[src/hdl/ssoa_pkg.sv]
`default_nettype none

package ssoa_pkg;

   localparam int unsigned MAX_SCAN_SAMPLES = 1024;

   localparam int unsigned LEN_W    = 11;
   localparam int unsigned RANGE_W  = 17;
   localparam int unsigned SPEED_W  = 16;
   localparam int unsigned IDX_W    = 10;
   localparam int unsigned FIFTH_W  = 8;
   localparam int unsigned MODE_W   = 2;
   localparam int unsigned CSR_IDX_W = 2;
   localparam int unsigned CSR_DATA_W = 17;

   localparam logic [RANGE_W-1:0] RANGE_START_MM = RANGE_W'(100000);
   localparam logic signed [SPEED_W-1:0] TURN_AWAY_MRAD = SPEED_W'(1500);

   // reset values of the configuration registers
   localparam logic [LEN_W-1:0]   SCAN_LENGTH_RST    = LEN_W'(360);
   localparam logic [RANGE_W-1:0] OBSTACLE_LIMIT_RST = RANGE_W'(500);
   localparam logic [FIFTH_W-1:0] FIFTH_RST          = FIFTH_W'(360 / 5);

   localparam logic [MODE_W-1:0] MODE_PASS   = MODE_W'(2);
   localparam logic [MODE_W-1:0] MODE_ASSIST = MODE_W'(3);

   typedef enum logic [CSR_IDX_W-1:0] {
      CSR_SCAN_LENGTH    = 2'd0,
      CSR_OBSTACLE_LIMIT = 2'd1,
      CSR_MODE           = 2'd2
   } csr_index_type;

   typedef struct packed {
      logic                      command;
      logic [RANGE_W-1:0]        range_mm;
      logic signed [SPEED_W-1:0] cmd_linear;
      logic signed [SPEED_W-1:0] cmd_angular;
   } req_type;

   typedef struct packed {
      logic signed [SPEED_W-1:0] out_linear;
      logic signed [SPEED_W-1:0] out_angular;
      logic                      front_blocked;
      logic                      left_close;
      logic                      right_close;
   } rsp_type;

   // settings as seen by the datapath
   typedef struct packed {
      logic [LEN_W-1:0]   scan_len;
      logic [FIFTH_W-1:0] fifth;
      logic [RANGE_W-1:0] obstacle_limit;
      logic [MODE_W-1:0]  mode;
   } cfg_type;

endpackage

`default_nettype wire

[src/hdl/ssoa_csr.sv]
`default_nettype none

module ssoa_csr
   import ssoa_pkg::*;
(
   input  wire logic                  clock,
   input  wire logic                  reset,
   input  wire logic                  wr_en,
   input  wire logic [CSR_IDX_W-1:0]  wr_index,
   input  wire logic [CSR_DATA_W-1:0] wr_data,
   output      cfg_type               cfg
);

   // 3277 / 2**14 is just above 1/5, exact floor for lengths up to 1024
   localparam int unsigned RECIP_W     = 12;
   localparam int unsigned RECIP_SHIFT = 14;
   localparam logic [RECIP_W-1:0] RECIP_FIFTH = RECIP_W'(3277);
   localparam int unsigned PROD_W = LEN_W + RECIP_W;

   logic [LEN_W-1:0]   scan_length_ff, scan_length_in;
   logic [RANGE_W-1:0] safety_ff, safety_in;
   logic [MODE_W-1:0]  mode_ff, mode_in;
   logic [LEN_W-1:0]   len_ff, len_in;
   logic [FIFTH_W-1:0] fifth_ff, fifth_in;
   logic [PROD_W-1:0]  prod;

   always_comb begin
      scan_length_in = scan_length_ff;
      safety_in      = safety_ff;
      mode_in        = mode_ff;
      if (wr_en) begin
         case (wr_index)
            CSR_SCAN_LENGTH:    scan_length_in = wr_data[LEN_W-1:0];
            CSR_OBSTACLE_LIMIT: safety_in      = wr_data[RANGE_W-1:0];
            CSR_MODE:           mode_in        = wr_data[MODE_W-1:0];
            default: ;
         endcase
      end
   end

   // clamp to 1 .. max, then divide by five
   always_comb begin
      if (scan_length_ff == '0) begin
         len_in = LEN_W'(1);
      end else if (scan_length_ff > LEN_W'(MAX_SCAN_SAMPLES)) begin
         len_in = LEN_W'(MAX_SCAN_SAMPLES);
      end else begin
         len_in = scan_length_ff;
      end
      prod     = PROD_W'(len_in) * PROD_W'(RECIP_FIFTH);
      fifth_in = prod[RECIP_SHIFT +: FIFTH_W];
   end

   always_ff @(posedge clock) begin
      if (reset) begin
         scan_length_ff <= SCAN_LENGTH_RST;
         safety_ff      <= OBSTACLE_LIMIT_RST;
         mode_ff        <= '0;
         len_ff         <= SCAN_LENGTH_RST;
         fifth_ff       <= FIFTH_RST;
      end else begin
         scan_length_ff <= scan_length_in;
         safety_ff      <= safety_in;
         mode_ff        <= mode_in;
         len_ff         <= len_in;
         fifth_ff       <= fifth_in;
      end
   end

   assign cfg.scan_len       = len_ff;
   assign cfg.fifth          = fifth_ff;
   assign cfg.obstacle_limit = safety_ff;
   assign cfg.mode           = mode_ff;

endmodule

`default_nettype wire

[src/hdl/ssoa_core.sv]
`default_nettype none

module ssoa_core
   import ssoa_pkg::*;
(
   input  wire logic    clock,
   input  wire logic    reset,
   input  wire logic    en,
   input  wire req_type item,
   input  wire cfg_type cfg,
   output      logic    res_valid,
   output      rsp_type res
);

   logic signed [SPEED_W-1:0] held_lin_ff, held_lin_in;
   logic signed [SPEED_W-1:0] held_ang_ff, held_ang_in;
   logic [IDX_W-1:0]          idx_ff, idx_in;
   logic [RANGE_W-1:0]        min_left_ff, min_left_in;
   logic [RANGE_W-1:0]        min_front_ff, min_front_in;
   logic [RANGE_W-1:0]        min_right_ff, min_right_in;

   logic [IDX_W-1:0]   f1, f2, f3, f4;
   logic               in_left, in_front, in_right;
   logic [RANGE_W-1:0] new_left, new_front, new_right;
   logic               last;
   logic               assist;
   logic               fb, lc, rc;

   always_comb begin
      f1 = IDX_W'(cfg.fifth);
      f2 = f1 << 1;
      f3 = f1 + f2;
      f4 = f2 << 1;

      in_left  = (idx_ff >= f1 + IDX_W'(1)) && (idx_ff < f2);
      in_front = (idx_ff >= f2 + IDX_W'(1)) && (idx_ff < f3);
      in_right = (idx_ff >= f3 + IDX_W'(1)) && (idx_ff < f4);

      new_left  = (in_left  && item.range_mm < min_left_ff)  ? item.range_mm : min_left_ff;
      new_front = (in_front && item.range_mm < min_front_ff) ? item.range_mm : min_front_ff;
      new_right = (in_right && item.range_mm < min_right_ff) ? item.range_mm : min_right_ff;

      last   = ({1'b0, idx_ff} + LEN_W'(1)) >= cfg.scan_len;
      assist = (cfg.mode == MODE_ASSIST);

      fb = assist && (new_front < cfg.obstacle_limit) && (held_lin_ff > SPEED_W'(0));
      lc = assist && (new_left < cfg.obstacle_limit);
      rc = assist && !lc && (new_right < cfg.obstacle_limit);

      held_lin_in  = held_lin_ff;
      held_ang_in  = held_ang_ff;
      idx_in       = idx_ff;
      min_left_in  = min_left_ff;
      min_front_in = min_front_ff;
      min_right_in = min_right_ff;
      res_valid    = 1'b0;

      if (!item.command) begin
         held_lin_in = item.cmd_linear;
         held_ang_in = item.cmd_angular;
      end else if (!last) begin
         idx_in       = idx_ff + IDX_W'(1);
         min_left_in  = new_left;
         min_front_in = new_front;
         min_right_in = new_right;
      end else begin
         if (fb) begin
            held_lin_in = '0;
         end
         if (lc) begin
            held_ang_in = TURN_AWAY_MRAD;
         end else if (rc) begin
            held_ang_in = -TURN_AWAY_MRAD;
         end
         idx_in       = '0;
         min_left_in  = RANGE_START_MM;
         min_front_in = RANGE_START_MM;
         min_right_in = RANGE_START_MM;
         res_valid    = (cfg.mode inside {MODE_PASS, MODE_ASSIST});
      end

      res.out_linear    = held_lin_in;
      res.out_angular   = held_ang_in;
      res.front_blocked = fb;
      res.left_close    = lc;
      res.right_close   = rc;
   end

   always_ff @(posedge clock) begin
      if (reset) begin
         held_lin_ff  <= '0;
         held_ang_ff  <= '0;
         idx_ff       <= '0;
         min_left_ff  <= RANGE_START_MM;
         min_front_ff <= RANGE_START_MM;
         min_right_ff <= RANGE_START_MM;
      end else if (en) begin
         held_lin_ff  <= held_lin_in;
         held_ang_ff  <= held_ang_in;
         idx_ff       <= idx_in;
         min_left_ff  <= min_left_in;
         min_front_ff <= min_front_in;
         min_right_ff <= min_right_in;
      end
   end

endmodule

`default_nettype wire

[src/hdl/scan_sector_obstacle_assist.sv]
// channel   | direction | handshake              | beat
// ----------+-----------+------------------------+--------------------------
// req_      | in        | req_valid / req_stall  | command or one range sample
// rsp_      | out       | rsp_valid / rsp_stall  | drive command and flags
// csr_      | in        | csr_valid / csr_ready  | register index and data
//
// one beat per cycle in while the result register is not stalled; a result passes
// through the input register and then the result register, with the sector
// minimum compare and held-command update done combinationally between them
// reset is synchronous and resets the sector minima, index and held command
// a stalled result holds the whole pipe, the input register still fills once
// a register write applies to beats arriving from the next cycle on
`default_nettype none

module scan_sector_obstacle_assist
   import ssoa_pkg::*;
(
   input  wire logic                  clock,
   input  wire logic                  reset,

   input  wire logic                  req_valid,
   output      logic                  req_stall,
   input  wire req_type               req_data,

   output      logic                  rsp_valid,
   input  wire logic                  rsp_stall,
   output      rsp_type               rsp_data,

   input  wire logic                  csr_valid,
   output      logic                  csr_ready,
   input  wire logic [CSR_IDX_W-1:0]  csr_index,
   input  wire logic [CSR_DATA_W-1:0] csr_wdata
);

   cfg_type cfg;

   logic    in_valid_ff, in_valid_in;
   req_type in_data_ff;
   logic    out_valid_ff, out_valid_in;
   rsp_type out_data_ff;

   logic    advance;
   logic    req_take;
   logic    res_valid;
   rsp_type res;

   // writes are always taken
   assign csr_ready = 1'b1;

   ssoa_csr u_csr (
      .clock    (clock),
      .reset    (reset),
      .wr_en    (csr_valid && csr_ready),
      .wr_index (csr_index),
      .wr_data  (csr_wdata),
      .cfg      (cfg)
   );

   // the result register is free, or is being emptied this cycle
   assign advance   = !out_valid_ff || !rsp_stall;
   assign req_stall = in_valid_ff && !advance;
   assign req_take  = req_valid && !req_stall;

   ssoa_core u_core (
      .clock     (clock),
      .reset     (reset),
      .en        (in_valid_ff && advance),
      .item      (in_data_ff),
      .cfg       (cfg),
      .res_valid (res_valid),
      .res       (res)
   );

   always_comb begin
      in_valid_in = in_valid_ff;
      if (advance) begin
         in_valid_in = req_take;
      end else if (!in_valid_ff) begin
         in_valid_in = req_take;
      end
      out_valid_in = advance ? (in_valid_ff && res_valid) : out_valid_ff;
   end

   always_ff @(posedge clock) begin
      if (reset) begin
         in_valid_ff  <= 1'b0;
         out_valid_ff <= 1'b0;
      end else begin
         in_valid_ff  <= in_valid_in;
         out_valid_ff <= out_valid_in;
      end
   end

   // payload registers, no reset needed
   always_ff @(posedge clock) begin
      if (req_take) begin
         in_data_ff <= req_data;
      end
      if (advance && in_valid_ff && res_valid) begin
         out_data_ff <= res;
      end
   end

   assign rsp_valid = out_valid_ff;
   assign rsp_data  = out_data_ff;

endmodule

`default_nettype wire

[config.mk]
export PLATFORM = sky130hd
export DESIGN_NAME = scan_sector_obstacle_assist
export DESIGN_NICKNAME = d
export VERILOG_FILES = /design/src/hdl/ssoa_pkg.sv /design/src/hdl/ssoa_csr.sv /design/src/hdl/ssoa_core.sv /design/src/hdl/scan_sector_obstacle_assist.sv
export SDC_FILE = /design/constraint.sdc
export NUM_CORES = 1
export LEC_CHECK = 0
export CAP_MARGIN = 10
export CORE_MARGIN = 8
export CORE_UTILIZATION = 50
export CTS_CLUSTER_DIAMETER = 80
export DETAILED_ROUTE_END_ITERATION = 8
export DONT_BUFFER_PORTS = 1
export GPL_ROUTABILITY_DRIVEN = 0
export PLACE_DENSITY = 0.79
export SETUP_SLACK_MARGIN = 0.3
export SLEW_MARGIN = 20
export SYNTH_ARGS = -nofsm -noshare
export SYNTH_HDL_FRONTEND = slang
export SYNTH_SLANG_ARGS = --single-unit
[constraint.sdc]
create_clock -name clock -period 6.2 [get_ports clock]
set_input_delay 0.31 -clock clock [delete_from_list [all_inputs] [get_ports clock]]
set_output_delay 0.31 -clock clock [all_outputs]
set_load 0.01 [all_outputs]
# Word level (Yosys, flattened, before mapping)
# Cells that the tools add are included.
# W data, S select, Z words.
dict set report word_totals {
  regBits 229
  elab_cells 97
}
dict set report classes {
  mux 20
  eq_ne 4
  multipliers 1
  n_addsub 6
  order_cmp 15
  reduce_logical 29
}
# cell count
set op_table {}
lappend op_table {{$mux W16} 7}
lappend op_table {{$lt A17 B17 Y1} 6}
lappend op_table {{$mux W17} 6}
lappend op_table {{$ge A10 B10 Y1} 3}
lappend op_table {{$mul A11 B12 Y22 const B} 1}
lappend op_table {{$mux W11} 2}
lappend op_table {{$add A10 B1 Y10 const B} 2}
lappend op_table {{$lt A10 B10 Y1} 2}
lappend op_table {{$gt A16 B1 Y1 const B} 1}
lappend op_table {{$logic_and A1 B1 Y1} 16}
lappend op_table {{$add A10 B1 Y11 const B} 1}
lappend op_table {{$ge A11 B11 Y1} 1}
lappend op_table {{$gt A11 B11 Y1 const B} 1}
lappend op_table {{$logic_not A11 Y1} 1}
lappend op_table {{$add A8 B9 Y10} 1}
lappend op_table {{$add A9 B1 Y10 const B} 1}
lappend op_table {{$lt A10 B9 Y1} 1}
lappend op_table {{$mux W10} 1}
lappend op_table {{$add A8 B1 Y9 const B} 1}
lappend op_table {{$reduce_and A2 Y1} 4}
lappend op_table {{$eq A2 B2 Y1 const B} 3}
lappend op_table {{$logic_not A1 Y1} 5}
lappend op_table {{$mux W1} 4}
lappend op_table {{$eq A2 B1 Y1 const B} 1}
lappend op_table {{3 further kinds} 3}

# Longest topological paths before layout
dict set report logic_depth {
  ltp_word 14
  mapped_depth 27
  ltp_nobuf 25
}

# By module
# Synthesis repeated with hierarchy kept, for this count alone.
dict set report unflattened {
  cells_unflattened 1691
  hier_area_um2 15328.5
}
# mod seq_area_each_um2 cells_each area_per_inst_um2 n_inst
set by_module_without_submodules {}
lappend by_module_without_submodules {ssoa_core 1861.8 1164 8836.0 1}
lappend by_module_without_submodules {ssoa_csr 980.9 428 3834.9 1}
lappend by_module_without_submodules {scan_sector_obstacle_assist 2592.5 99 2657.5 1}

# Worst setup path before layout
# OpenSTA, ideal clock, no wires.
dict set report synth_timing {
  path_kind {register to register}
  start {register u_csr.fifth_ff[0]}
  end {register out_data_ff, in the netlist rsp_data[3] (data pin)}
  t_arrival_ps 6434
  setup_ps 257
  path_stages_with_launch 27
  required_ps 5943
  setup_slack_ps -491
  cell_sequence {dfxtp_1 ha_1 fa_1 inv_1 or3_1 or3_1 nor3_1 nand3_1 xnor2_1 ha_1 and4_1 a221oi_1 o21ai_0 a31o_2 nand3_1 clkbuf_1 mux2_2 ha_1 nand4_1 nor3_1 a2111oi_0 a31oi_1 nor3_1 and3_1 buf_2 nand3_1 a32o_1}
}
# element line
set synth_lines {}
lappend synth_lines {{start, declared} ssoa_csr.sv:24} ;# logic [FIFTH_W-1:0] fifth_ff, fifth_in;
lappend synth_lines {{start signal, assigned} ssoa_csr.sv:66} ;# fifth_ff <= fifth_in;
lappend synth_lines {{end signal, assigned} scan_sector_obstacle_assist.sv:100} ;# out_data_ff <= res;
lappend synth_lines {{end, declared} scan_sector_obstacle_assist.sv:40} ;# rsp_type out_data_ff;

==> run summary <==
Status
* **run status** finished, violations left
* **failing checks** negative setup slack

Final layout
* **share of cells above drive strength 1** 12.5%
* **area of the multi-input gates** 0.00968 sq mm
* **# nets final** 2093
* **Inserted Diodes** 0
* **Sequential Area** 0.00544 sq mm
* **area delta synth->final** 19.1%
* **leading cell types in the layout, fill and taps excluded** ha_1, inv_1, nand2_1
* **core occupancy in the finished layout** 60.1%
* **Filler Cells Inserted** 2389
* **most frequent standard cell in the layout excluding fill and tap cells** ha_1

Global route
* **number of antenna violations at the first check in global routing** 0
* **largest net degree at the start of global routing** 93
* **global routing usage summed across all routing layers** 23.2%
* **global-route wire length before repair** 69.6 mm
* **via count of the first global-routing pass** 13610
* **aggregate global routing overflow** 0

STA
* **setup slack after layout** -0.104 ns
* **clock skew after layout** 0.0332 ns
* **relative slew slack** 30.7%
* **achievable frequency** 159 MHz
* **Final min period** 6.30 ns
* **max-slew violation count** 0
* **Hold Fails Final Rpt** 0
* **final critical-path share of the clock period** 102%
* **Tightest Pin Transition** 1.04 ns
* **final worst hold slack** 0.0105 ns
* **RSZ-0062 raised after global routing** true
* **Final setup violation count** 7

Yosys
* **dominant synthesized flop cell** dfxtp_1
* **sequential share of the synthesized area** 35.4%
* **number of register bits inferred by synthesis** 229
* **post-synth top area share** 18.8%
* **average cell area after synthesis** 9.16 sq um
* **number of synthesized flops with an enable pin** 85
* **simple logic cell fraction of the synthesized area** 14.3%
* **dominant cells by area after synthesis** dfxtp_1, ha_1, edfxtp_1
* **Gate Count Post-Synth** 1677
* **post-synthesis share of cell area spent on xor and xnor gates** 2.05%
* **fraction of synthesized area in multiplexers** 1.38%
* **largest area contributor in the netlist** dfxtp_1
* **area of the mapped netlist** 0.0154 sq mm
* **dominant combinational cell family by area after synthesis** adder cells
* **number of warning messages in the yosys log** 0
* **Synth Area in Adders** 22.3%
* **share of async-settable or async-resettable flops after synthesis** 0%
* **fraction of the mapped netlist area in compound gates** 18.4%
* **count of unique library cells instantiated by Yosys** 71

Clock tree
* **clock latency of the later-clocked register in the worst-skew pair** 0.53 ns
* **maximum number of buffers from clock root to sink** 3
* **clock root buffer** clkbuf_16
* **number of buffers added by the clock tree synthesis step** 24
* **CTS clk-pin slew, worst paths** 0.07 ns
* **CTS tree** built
* **H-tree levels** 1
* **number of clock sinks** 229

Worst setup path
* **endpoint arrival time on the critical path** 6.54 ns
* **register-to-register setup slack** -0.10 ns
* **end point of the critical path** rsp_data[14]
* **kind of critical path** flip-flop to flip-flop
* **cell at the slowest stage of the critical path** fa_2
* **Critical path origin** u_csr.fifth_ff[1]
* **nature of the critical path endpoint** flip-flop
* **Crit path largest cell delay** 0.55 ns
* **depth of the worst register-to-register path** 28
* **start of the worst register-to-register path** u_csr.fifth_ff[1]
* **worst path required time** 6.43 ns
* **CP Launch Type** flip-flop
* **critical path peak fanout** 7
* **worst reg2reg path endpoint** rsp_data[14]

Floorplan
* **placeable core region** 0.0304 sq mm
* **I/O Pins** 112
* **width of the chip** 191 microns
* **starting utilization of the core area** 50.5%
* **vertical extent of the die** 191 microns
* **total number of placement rows** 64
* **Die ar.** 0.0366 sq mm

Placement
* **worst slack at placement** -0.290 ns
* **number of port buffers** 0
* **detailed-placement wirelength estimate** 29.5 mm

Detailed routing
* **routed wire length per instance** 20.9 microns
* **drt first pass iters** 8
* **DR vias** 13721
* **remaining design rule violation count** 0
* **antenna viol nets, final** 0
* **drt via density** 6.30
* **DRT iter0 DRCs** 1462
* **sum of routed wire length over all layers** 45.5 mm

Pwr
* **static leakage power** 7.69 nW
* **Max VDD drop** 0.238 mV
* **PwrDens** 269 mW/mm^2

Job
* **Maximum Capacitance Violations** 0

Hold path
* **worst min-delay path category** input port to flip-flop

## registers in the layout, summed over array words and instances (netlist names)
signal / count
u_core.min_front_ff: 17
u_csr.mode_ff: 2
u_core.min_right_ff: 17
u_csr.fifth_ff: 8
u_csr.len_ff: 11
u_core.idx_ff: 10
in_valid_ff: 1
u_core.min_left_ff: 17
rsp_data: 35
in_data_ff: 50
u_core.held_ang_ff: 16
u_csr.scan_length_ff: 11
rsp_valid: 1
u_csr.safety_ff: 17
u_core.held_lin_ff: 16
## cell families after synthesis
logic type	after synthesis
simple gates	454
fa+ha+maj	254
other cells	1
flops	229
buf+inv	247
mux	19
xor+xnor	36
compound gates	437
## final cells by class
cell class	count	area share (%)
clock buffer	37	3.94
clock inverter	7	0.363
inverter	175	3.61
multi-input combinational	1205	53.0
sequential	229	29.8
tap	396	2.71
timing repair buffer	130	6.66
## worst max-delay path: cells and delay by family (launching register included)
family / cells / cell delay (ns)
and+or+nand+nor: 10 / 1.92
AOI/OAI and AO/OA: 7 / 1.40
adders and majority gates: 4 / 1.29
buffers and inverters: 5 / 0.56
DFF: 1 / 0.35
muxes: 1 / 0.31
xor gates and xnor gates: 1 / 0.15
## routing by layer
metal / part of all wire, % / global-route usage [%] / up-vias
met5: 0 / 0 / -
met4: 4.3 / 9.38 / 0
met3: 9.6 / 4.27 / 168
met2: 46 / 37.7 / 778
met1: 40 / 30.2 / 6505
li1: - / - / 6270
## worst min-delay path by stage
stage	slack [ns]	cells past startpoint	endpoint	startpoint
after floorplan	0.41	0	in_data_ff[0]	req_data[0]
after global placement	0.40	1	u_core.min_right_ff[4]	reset
after detailed placement	0.41	0	in_data_ff[32]	req_data[32]
after CTS	0.0008	2	u_core.held_ang_ff[7]	reset
after global routing	0.01	2	rsp_valid	rsp_stall
final	0.01	2	u_core.held_ang_ff[7]	reset
## power by group
group	leakage (nW)	switching, mW	internal [mW]
combinational	5.34	0.982	0.768
sequential	1.97	0.0763	1.64
clock	0.385	0.602	0.843
## per-stage QoR
stage | TNS [ns] | std cells | power, mW | area (sq um)
2_1_floorplan | 0 | 1678 | 2.87 | 15500
3_3_place_gp | -0.0481 | 2031 | 3.16 | 15900
3_5_place_dp | -5.91 | 2032 | 3.23 | 15900
4_1_cts | 0 | 2168 | 4.79 | 18000
5_1_grt | -3.33 | 2179 | 5.19 | 18300
6_report | -0.526 | 2179 | 4.91 | 18300
## synth_stat cells, types with 17 or more instances
cell	n
nor3_1	38
o22ai_1	35
xnor2_1	22
clkbuf_1	56
o211ai_1	19
ha_1	222
nand4_1	21
a22oi_1	21
nand3_1	57
o31ai_1	22
a31oi_1	29
o21a_1	17
nor2_1	83
edfxtp_1	85
fa_1	32
a21o_1	22
inv_1	175
a21oi_1	116
mux2_2	17
o21ai_0	84
nand2_1	151
dfxtp_1	144
## what timing repair did
item                       in CTS  in global routing
hold buffers                   71                  0
gates cloned                    3                  1
resized for setup              58                 57
pin swaps                      39                 29
setup endpoints to repair      63                 68
hold endpoints to repair      153                  0
buffers inserted               18                 10
Note: power is estimated with default switching activity, not from simulation.
